$ cat src/design/fir_filter_warmup_macros.svh
// Assertion macros for the FIR filter with warm-up guard.
// Used by fir_filter_warmup.sv; expects clk_i and rst_ni in scope.
`ifndef FIR_FILTER_WARMUP_MACROS_SVH
`define FIR_FILTER_WARMUP_MACROS_SVH

`ifndef SYNTHESIS
// Property must hold at every rising clock edge outside reset.
`define FFW_ASSERT(lbl, prop) \
  lbl: assert property (@(posedge clk_i) disable iff (!rst_ni) (prop)) \
    else $error("fir_filter_warmup: assertion failed");
// Condition must never be true outside reset.
`define FFW_ASSERT_NEVER(lbl, cond) \
  lbl: assert property (@(posedge clk_i) disable iff (!rst_ni) !(cond)) \
    else $error("fir_filter_warmup: forbidden condition seen");
`else
`define FFW_ASSERT(lbl, prop)
`define FFW_ASSERT_NEVER(lbl, cond)
`endif

`endif

$ cat src/design/ffw_pkg.sv
// Shared constants and types for the FIR filter with warm-up guard.
// Used by fir_filter_warmup.sv; no dependencies.
package ffw_pkg;

  // Sizing
  localparam int MAX_TAPS       = 32;
  localparam int SAMPLE_BITS    = 16;
  localparam int COEF_FRAC_BITS = 14;
  localparam int COEF_W         = 18;
  localparam int OUT_W          = 24;
  localparam int TC_W           = 6;   // tap_count register width
  localparam int TIDX_W         = 5;   // tap_index field width

  // Derived widths
  localparam int ADDR_W = $clog2(MAX_TAPS);
  localparam int PTR_W  = ADDR_W + 1;          // holds wptr + MAX_TAPS - j
  localparam int CNT_W  = $clog2(MAX_TAPS + 1); // counts up to MAX_TAPS
  localparam int PROD_W = SAMPLE_BITS + COEF_W;
  localparam int ACC_W  = PROD_W + ADDR_W;

  // Request codes
  localparam logic REQ_SAMPLE = 1'b0;
  localparam logic REQ_LOAD   = 1'b1;

  // Sequencer states
  typedef enum logic [3:0] {
    S_IDLE  = 4'b0001,
    S_RUN   = 4'b0010,
    S_DRAIN = 4'b0100,
    S_DONE  = 4'b1000
  } state_e;

endpackage

$ cat src/design/fir_filter_warmup.sv
// Direct-form FIR filter with warm-up guard. A load word writes one Q3.14
// tap. When the filter is warm, a sample word passes through accept, read,
// multiply, accumulate and result stages, with one shared multiply-accumulate
// walking the taps, fed from two registered-read RAMs; while warming it goes
// straight to the result stage. It waits longer while an earlier result still
// waits in the output register. The input stalls for the whole of a sample's
// work; the result sits in an output register, so words are taken while it
// waits. Depends on ffw_pkg, ffw_ram and fir_filter_warmup_macros.svh.
`include "fir_filter_warmup_macros.svh"

module fir_filter_warmup (
  input  logic                                clk_i,
  input  logic                                rst_ni,
  // configuration: tap_count
  input  logic                                cfg_valid_i,
  output logic                                cfg_ready_o,
  input  logic [ffw_pkg::TC_W-1:0]            cfg_data_i,
  // input words
  input  logic                                in_valid_i,
  output logic                                in_stall_o,
  input  logic                                req_type_i,
  input  logic                                first_i,
  input  logic signed [ffw_pkg::SAMPLE_BITS-1:0] sample_i,
  input  logic [ffw_pkg::TIDX_W-1:0]          tap_index_i,
  input  logic signed [ffw_pkg::COEF_W-1:0]   tap_value_i,
  // result words
  output logic                                out_valid_o,
  input  logic                                out_stall_i,
  output logic signed [ffw_pkg::OUT_W-1:0]    filtered_o,
  output logic                                saturated_o,
  output logic                                warming_o
);

  localparam int ADDR_W = ffw_pkg::ADDR_W;
  localparam int PTR_W  = ffw_pkg::PTR_W;
  localparam int CNT_W  = ffw_pkg::CNT_W;
  localparam int ACC_W  = ffw_pkg::ACC_W;
  localparam int OUT_W  = ffw_pkg::OUT_W;
  localparam logic signed [ACC_W-1:0] SAT_HI =
    {{(ACC_W-OUT_W+1){1'b0}}, {(OUT_W-1){1'b1}}};
  localparam logic signed [ACC_W-1:0] SAT_LO =
    {{(ACC_W-OUT_W+1){1'b1}}, {(OUT_W-1){1'b0}}};

  ffw_pkg::state_e state_q, state_d;

  logic [ffw_pkg::TC_W-1:0] tap_count_q;
  logic [ADDR_W-1:0]        wptr_q, wptr_d;
  logic [CNT_W-1:0]         seen_q, seen_d;
  logic [CNT_W-1:0]         j_q, j_d;
  logic [CNT_W-1:0]         taps;
  logic                     warm_q, warm_d;
  logic                     rd_v_q, rd_v_d;
  logic                     mul_v_q;

  logic signed [ffw_pkg::PROD_W-1:0]      prod_q;
  logic signed [ACC_W-1:0]                acc_q, acc_d;
  logic signed [ffw_pkg::SAMPLE_BITS-1:0] samp_rd;
  logic signed [ffw_pkg::COEF_W-1:0]      coef_rd;

  logic                     in_acc, smp_acc, load_acc;
  logic                     coef_we;
  logic [ADDR_W-1:0]        rd_addr;
  logic [PTR_W-1:0]         pos_raw;
  logic                     out_free;

  logic                     out_valid_q;
  logic signed [OUT_W-1:0]  filtered_q;
  logic                     saturated_q;
  logic                     warming_q;
  logic signed [ACC_W-1:0]  shifted;
  logic signed [OUT_W-1:0]  res_val;
  logic                     res_sat;

  // Handshakes
  assign cfg_ready_o = 1'b1;
  assign in_stall_o  = (state_q != ffw_pkg::S_IDLE);
  assign in_acc      = in_valid_i && !in_stall_o;
  assign smp_acc     = in_acc && (req_type_i == ffw_pkg::REQ_SAMPLE);
  assign load_acc    = in_acc && (req_type_i == ffw_pkg::REQ_LOAD);
  assign coef_we     = load_acc && (32'(tap_index_i) < ffw_pkg::MAX_TAPS);
  assign out_free    = !out_valid_q || !out_stall_i;

  // Taps in use: zero acts as one, above the store depth clamps
  always_comb begin
    if (tap_count_q == '0) begin
      taps = CNT_W'(1);
    end else if (32'(tap_count_q) > ffw_pkg::MAX_TAPS) begin
      taps = CNT_W'(ffw_pkg::MAX_TAPS);
    end else begin
      taps = CNT_W'(tap_count_q);
    end
  end

  // Delay-line read position: wptr - j modulo the depth
  always_comb begin
    pos_raw = PTR_W'(wptr_q) + PTR_W'(ffw_pkg::MAX_TAPS) - PTR_W'(j_q);
    if (32'(pos_raw) >= ffw_pkg::MAX_TAPS) begin
      rd_addr = ADDR_W'(pos_raw - PTR_W'(ffw_pkg::MAX_TAPS));
    end else begin
      rd_addr = ADDR_W'(pos_raw);
    end
  end

  // Coefficient and delay-line stores
  ffw_ram #(.WIDTH(ffw_pkg::COEF_W), .DEPTH(ffw_pkg::MAX_TAPS)) u_coef_ram (
    .clk_i   (clk_i),
    .we_i    (coef_we),
    .waddr_i (ADDR_W'(tap_index_i)),
    .wdata_i (tap_value_i),
    .raddr_i (ADDR_W'(j_q)),
    .rdata_o (coef_rd)
  );

  ffw_ram #(.WIDTH(ffw_pkg::SAMPLE_BITS), .DEPTH(ffw_pkg::MAX_TAPS)) u_dly_ram (
    .clk_i   (clk_i),
    .we_i    (smp_acc),
    .waddr_i (wptr_q),
    .wdata_i (sample_i),
    .raddr_i (rd_addr),
    .rdata_o (samp_rd)
  );

  // Sequencer
  always_comb begin
    state_d = state_q;
    wptr_d  = wptr_q;
    seen_d  = seen_q;
    j_d     = j_q;
    warm_d  = warm_q;
    rd_v_d  = 1'b0;
    acc_d   = acc_q;
    if (mul_v_q) begin
      acc_d = acc_q + ACC_W'(prod_q);
    end
    case (state_q)
      ffw_pkg::S_IDLE: begin
        if (smp_acc) begin
          if (first_i) begin
            seen_d = CNT_W'(1);
          end else if (32'(seen_q) < ffw_pkg::MAX_TAPS) begin
            seen_d = seen_q + CNT_W'(1);
          end
          warm_d  = (seen_d < taps);
          j_d     = '0;
          acc_d   = '0;
          state_d = warm_d ? ffw_pkg::S_DONE : ffw_pkg::S_RUN;
        end
      end
      ffw_pkg::S_RUN: begin
        // issue one tap read per cycle
        rd_v_d = 1'b1;
        j_d    = j_q + CNT_W'(1);
        if (j_q == taps - CNT_W'(1)) begin
          state_d = ffw_pkg::S_DRAIN;
        end
      end
      ffw_pkg::S_DRAIN: begin
        if (!rd_v_q && !mul_v_q) begin
          state_d = ffw_pkg::S_DONE;
        end
      end
      ffw_pkg::S_DONE: begin
        if (out_free) begin
          wptr_d  = (32'(wptr_q) == ffw_pkg::MAX_TAPS - 1) ? '0 : wptr_q + ADDR_W'(1);
          state_d = ffw_pkg::S_IDLE;
        end
      end
      default: begin
        state_d = ffw_pkg::S_IDLE;
      end
    endcase
  end

  always_ff @(posedge clk_i or negedge rst_ni) begin
    if (!rst_ni) begin
      state_q     <= ffw_pkg::S_IDLE;
      tap_count_q <= ffw_pkg::TC_W'(1);
      wptr_q      <= '0;
      seen_q      <= '0;
      j_q         <= '0;
      warm_q      <= 1'b0;
      rd_v_q      <= 1'b0;
      mul_v_q     <= 1'b0;
    end else begin
      state_q <= state_d;
      if (cfg_valid_i && cfg_ready_o) begin
        tap_count_q <= cfg_data_i;
      end
      wptr_q  <= wptr_d;
      seen_q  <= seen_d;
      j_q     <= j_d;
      warm_q  <= warm_d;
      rd_v_q  <= rd_v_d;
      mul_v_q <= rd_v_q;
    end
  end

  // Multiply stage and accumulator
  always_ff @(posedge clk_i) begin
    prod_q <= samp_rd * coef_rd;
    acc_q  <= acc_d;
  end

  // Floor shift and saturation; the result is forced to zero while warming
  always_comb begin
    shifted = acc_q >>> ffw_pkg::COEF_FRAC_BITS;
    res_sat = 1'b0;
    if (shifted > SAT_HI) begin
      res_val = OUT_W'(SAT_HI);
      res_sat = 1'b1;
    end else if (shifted < SAT_LO) begin
      res_val = OUT_W'(SAT_LO);
      res_sat = 1'b1;
    end else begin
      res_val = OUT_W'(shifted);
    end
    if (warm_q) begin
      res_val = '0;
      res_sat = 1'b0;
    end
  end

  // Output register
  always_ff @(posedge clk_i or negedge rst_ni) begin
    if (!rst_ni) begin
      out_valid_q <= 1'b0;
    end else if (state_q == ffw_pkg::S_DONE && out_free) begin
      out_valid_q <= 1'b1;
    end else if (!out_stall_i) begin
      out_valid_q <= 1'b0;
    end
  end

  always_ff @(posedge clk_i) begin
    if (state_q == ffw_pkg::S_DONE && out_free) begin
      filtered_q  <= res_val;
      saturated_q <= res_sat;
      warming_q   <= warm_q;
    end
  end

  assign out_valid_o = out_valid_q;
  assign filtered_o  = filtered_q;
  assign saturated_o = saturated_q;
  assign warming_o   = warming_q;

  // Checks
  `FFW_ASSERT(a_warm_zero, out_valid_o && warming_o |-> filtered_o == '0 && !saturated_o)
  `FFW_ASSERT(a_sat_rail, out_valid_o && saturated_o |-> filtered_o == OUT_W'(SAT_HI) || filtered_o == OUT_W'(SAT_LO))
  `FFW_ASSERT(a_sample_busy, smp_acc |=> state_q != ffw_pkg::S_IDLE)
  `FFW_ASSERT_NEVER(a_read_outside_run, rd_v_q && !$past(state_q == ffw_pkg::S_RUN))

endmodule

$ cat src/design/ffw_ram.sv
// Generic single-write, single-read RAM with registered read data.
// No dependencies.
module ffw_ram #(
  parameter int WIDTH = 16,
  parameter int DEPTH = 32
) (
  input  logic                     clk_i,
  input  logic                     we_i,
  input  logic [$clog2(DEPTH)-1:0] waddr_i,
  input  logic [WIDTH-1:0]         wdata_i,
  input  logic [$clog2(DEPTH)-1:0] raddr_i,
  output logic [WIDTH-1:0]         rdata_o
);

  logic [WIDTH-1:0] mem_q [DEPTH];

  always_ff @(posedge clk_i) begin
    if (we_i) begin
      mem_q[waddr_i] <= wdata_i;
    end
    rdata_o <= mem_q[raddr_i];
  end

endmodule
$ cat config.mk
export PLATFORM = sky130hd
export DESIGN_NAME = fir_filter_warmup
export DESIGN_NICKNAME = d
export VERILOG_FILES = /design/src/design/ffw_pkg.sv /design/src/design/fir_filter_warmup.sv /design/src/design/ffw_ram.sv
export VERILOG_INCLUDE_DIRS = /design/src /design/src/design
export SDC_FILE = /design/constraint.sdc
export NUM_CORES = 2
export LEC_CHECK = 0
export BUFFER_PORTS_ARGS = -buffer_cell sky130_fd_sc_hd__buf_4
export CAP_MARGIN = 40
export CORE_UTILIZATION = 32
export CTS_BUF_LIST = sky130_fd_sc_hd__clkbuf_4 sky130_fd_sc_hd__clkbuf_8
export CTS_CLUSTER_DIAMETER = 30
export CTS_CLUSTER_SIZE = 8
export DETAILED_ROUTE_END_ITERATION = 10
export GPL_ROUTABILITY_DRIVEN = 0
export HOLD_SLACK_MARGIN = 0.02
export SLEW_MARGIN = 20
export SYNTH_ARGS = -nofsm -noshare
export SYNTH_HDL_FRONTEND = slang
export SYNTH_HIERARCHICAL = 1
export SYNTH_SLANG_ARGS = --single-unit
$ cat constraint.sdc
create_clock -name clk_i -period 7.6 [get_ports clk_i]
set_input_delay 0.76 -clock clk_i [delete_from_list [all_inputs] [get_ports clk_i]]
set_output_delay 0.76 -clock clk_i [all_outputs]
set_load 0.05 [all_outputs]
==> impl_metrics.json <==
{
  "hp-class": "in -> reg",
  "fillers": 17900,
  "grt_start_max_net_pins": 117,
  "die-height_um": 439,
  "path_common_cell": "fa_1",
  "start_util": 0.322,
  "holdPathEnd": "tap_count_q[5]",
  "grt_antenna_before_repair": 5,
  "rsz0062_at_grt": "no",
  "synth_area_um2": 61200,
  "synthArstFlopShare": 0.0248,
  "synth_enable_flop_cells": 1114,
  "place_ws_ps": 1230,
  "finalHoldViolCount": 0,
  "timing.critical_path.cells": "nand2_1 > fa_1 > fa_1 > fa_1 > inv_1 > fa_1 > fa_1 > inv_1 > fa_1 > inv_1 > ha_1 > a211oi_1 > nand2_1 > a21oi_1 > nor3_2 > o31a_2 > o2111a_1 > nand4_1 > a221oi_1 > xor2_1",
  "portBuffers": 79,
  "cts.sinks": 1252,
  "cts_max_path_buffers": 4,
  "cts_hold_buf": 7,
  "end_kind": "register",
  "status": "finished, final reports clean",
  "die_w_um": 439,
  "place_inst": 6824,
  "synth_nets": 4812,
  "finalSetupViolCount": 0,
  "grt_pass1_wl_um": 222000,
  "layout.nets": 5100,
  "grt_pass1_vias": 36500,
  "initialDrtViolationCount": 2243,
  "gr-usage-all-layers": 0.150,
  "clock-skew-final_ps": 85.2,
  "synth_commonest_cells": "edfxtp_1 (1114), mux2i_1 (566), inv_1 (353), fa_1 (292), nand2_1 (286)",
  "clockRootBuffer": "clkbuf_8",
  "cts_resized": 0,
  "coreArea_um2": 190000,
  "rrSetupSlack_ps": 1260,
  "r2r_cells": 20,
  "max_clock_freq_mhz": 158,
  "critPathMaxStageDelay_ps": 670,
  "multi_input_area_um2": 22300,
  "fin_crit_sh": 0.834,
  "synth_area_leader_cell": "edfxtp_1",
  "crit_required_ps": 8410,
  "ant_nets": 0,
  "setup-tns-final_ps": 0,
  "r2r_start": "u_coef_ram/rdata_o[10]",
  "regToRegEndpoint": "prod_q[32]",
  "setup_slack_ps": 1260,
  "fin_cells": 7338,
  "dpl.hpwl_um": 90400,
  "dieArea_um2": 193000,
  "areaGrowthSynthToFinish_pct": 16.2,
  "synth.top_cells.by_area": "edfxtp_1 (55%), fa_1 (9.5%), mux2i_1 (9.3%)",
  "whs_path_depth": 2,
  "cts_buffers": 293,
  "synth_warnings": 6,
  "overflow": 0,
  "cp.arrival_ps": 7150,
  "report.final.slew_viol_count": 0,
  "htree_levels": 5,
  "critical_path_buf_inv_count": 3,
  "vias": 35300,
  "drive_gt1_frac": 0.152,
  "fin_crit_ps": 6340,
  "cp_max_fo": 16,
  "max-cap-violations": 0,
  "synth.distinct_cells": 85,
  "critPathTopFamily": "adder cells",
  "syn_avg_cell_area_um2": 14.1,
  "synth-seq-cells": 1252,
  "io_pins": 81,
  "crit_type": "reg -> reg",
  "syn_inst": 4330,
  "clk_pin_slew_ps": 50,
  "worst_slew_pin_slew_ps": 915,
  "critPathLaunchType": "register",
  "post_cts_buffers": 0,
  "synth.most_common_cell": "edfxtp_1",
  "dr.pass1.iters": 5,
  "routed_via_density": 4.81,
  "synth_top_area_frac": 0.546,
  "min_from": "cfg_valid_i",
  "slew_headroom": 0.390,
  "drc": 0,
  "cts_tree": "done",
  "wl_per_cell_um": 19.8,
  "worstSkewPairLatency_ps": 960,
  "synth_ff_type": "edfxtp_1",
  "synth-seq-area-share": 0.594,
  "routed_wl_um": 145000,
  "crit_slowest_cell": "dfxtp_1",
  "seqCellArea_um2": 36400,
  "num_rows": 160
}
## worst max-delay path by stage
| stage | start | endpoint | cells past startpoint |
|---|---|---|---|
| global placement | u_dly_ram/rdata_o[1] | prod_q[32] | 20 |
| CTS | u_coef_ram/rdata_o[10] | prod_q[32] | 20 |
| detailed placement | u_dly_ram/rdata_o[1] | prod_q[32] | 20 |
| floorplan | u_dly_ram/rdata_o[1] | prod_q[26] | 21 |
| finish | u_coef_ram/rdata_o[10] | prod_q[32] | 20 |
| global route | u_coef_ram/rdata_o[10] | prod_q[32] | 20 |
## stage by stage
| stage | instance area (um^2) | util | hold WS [ps] |
|---|---|---|---|
| after floorplan | 61200 | - | 349 |
| after global routing | 71200 | 0.374 | 66.3 |
| final | 71200 | 0.374 | 110 |
| after global placement | 64500 | 0.339 | 372 |
| after CTS | 71100 | 0.374 | 25.2 |
| after detailed placement | 64800 | 0.341 | 373 |
## cells in the final DEF, fill, tap and decap left out, drive strengths merged, types with 57 or more instances in the layout
master  count
fa        292
and2      125
nor2      155
inv       354
a21oi     134
edfxtp   1114
a22oi     137
clkbuf    347
dfxtp     107
mux2i     566
nand2     286
o21ai      64
buf       193
ha        138
xnor2      57
nand3      88
clkinv     93
a22o       68
## final cells by class
cell class | instances | share of cell area
diodes | 3 | 0.000105
flip-flops and latches | 1252 | 0.511
well taps | 2511 | 0.0441
repair buffers | 200 | 0.0239
clock inverters | 154 | 0.0246
inverters | 355 | 0.0188
multi-input cells | 2516 | 0.314
clock buffers | 347 | 0.0635
## registers in the layout, indices dropped and copies added (netlist names), 4 cells and up
register and cells:
filtered_o 24, u_dly_ram/mem_q 512, acc_q 39, prod_q 34
u_coef_ram/mem_q 576, j_q 6, tap_count_q 6, state_q 4
u_coef_ram/rdata_o 18, wptr_q 5, seen_q 6, u_dly_ram/rdata_o 16
## metal layers
metal | part of all wire | routed length (um) | global-route usage | up-vias
met5 | 0 | 0 | 0 | -
met4 | 0.020 | 2860 | 0.0443 | 0
met3 | 0.058 | 8460 | 0.0304 | 224
met2 | 0.46 | 67000 | 0.236 | 981
met1 | 0.46 | 66800 | 0.208 | 17800
li1 | - | - | - | 16300
## logic make-up (layout without fill, tap and decap cells)
logic type / Yosys count / in the layout / share of synthesized area
buf+inv: 562 / 1056 / 0.0436
fa+ha+maj: 430 / 430 / 0.124
other cells: 1 / 4 / 0.0000612
compound gates: 571 / 571 / 0.0640
xor+xnor: 85 / 85 / 0.0122
mux: 572 / 572 / 0.0936
flops: 1252 / 1252 / 0.594
simple gates: 857 / 857 / 0.0690
Power is left out: the tool's default activity adds up to more than one toggle a clock period on the data nets, which glitch-free logic cannot reach.
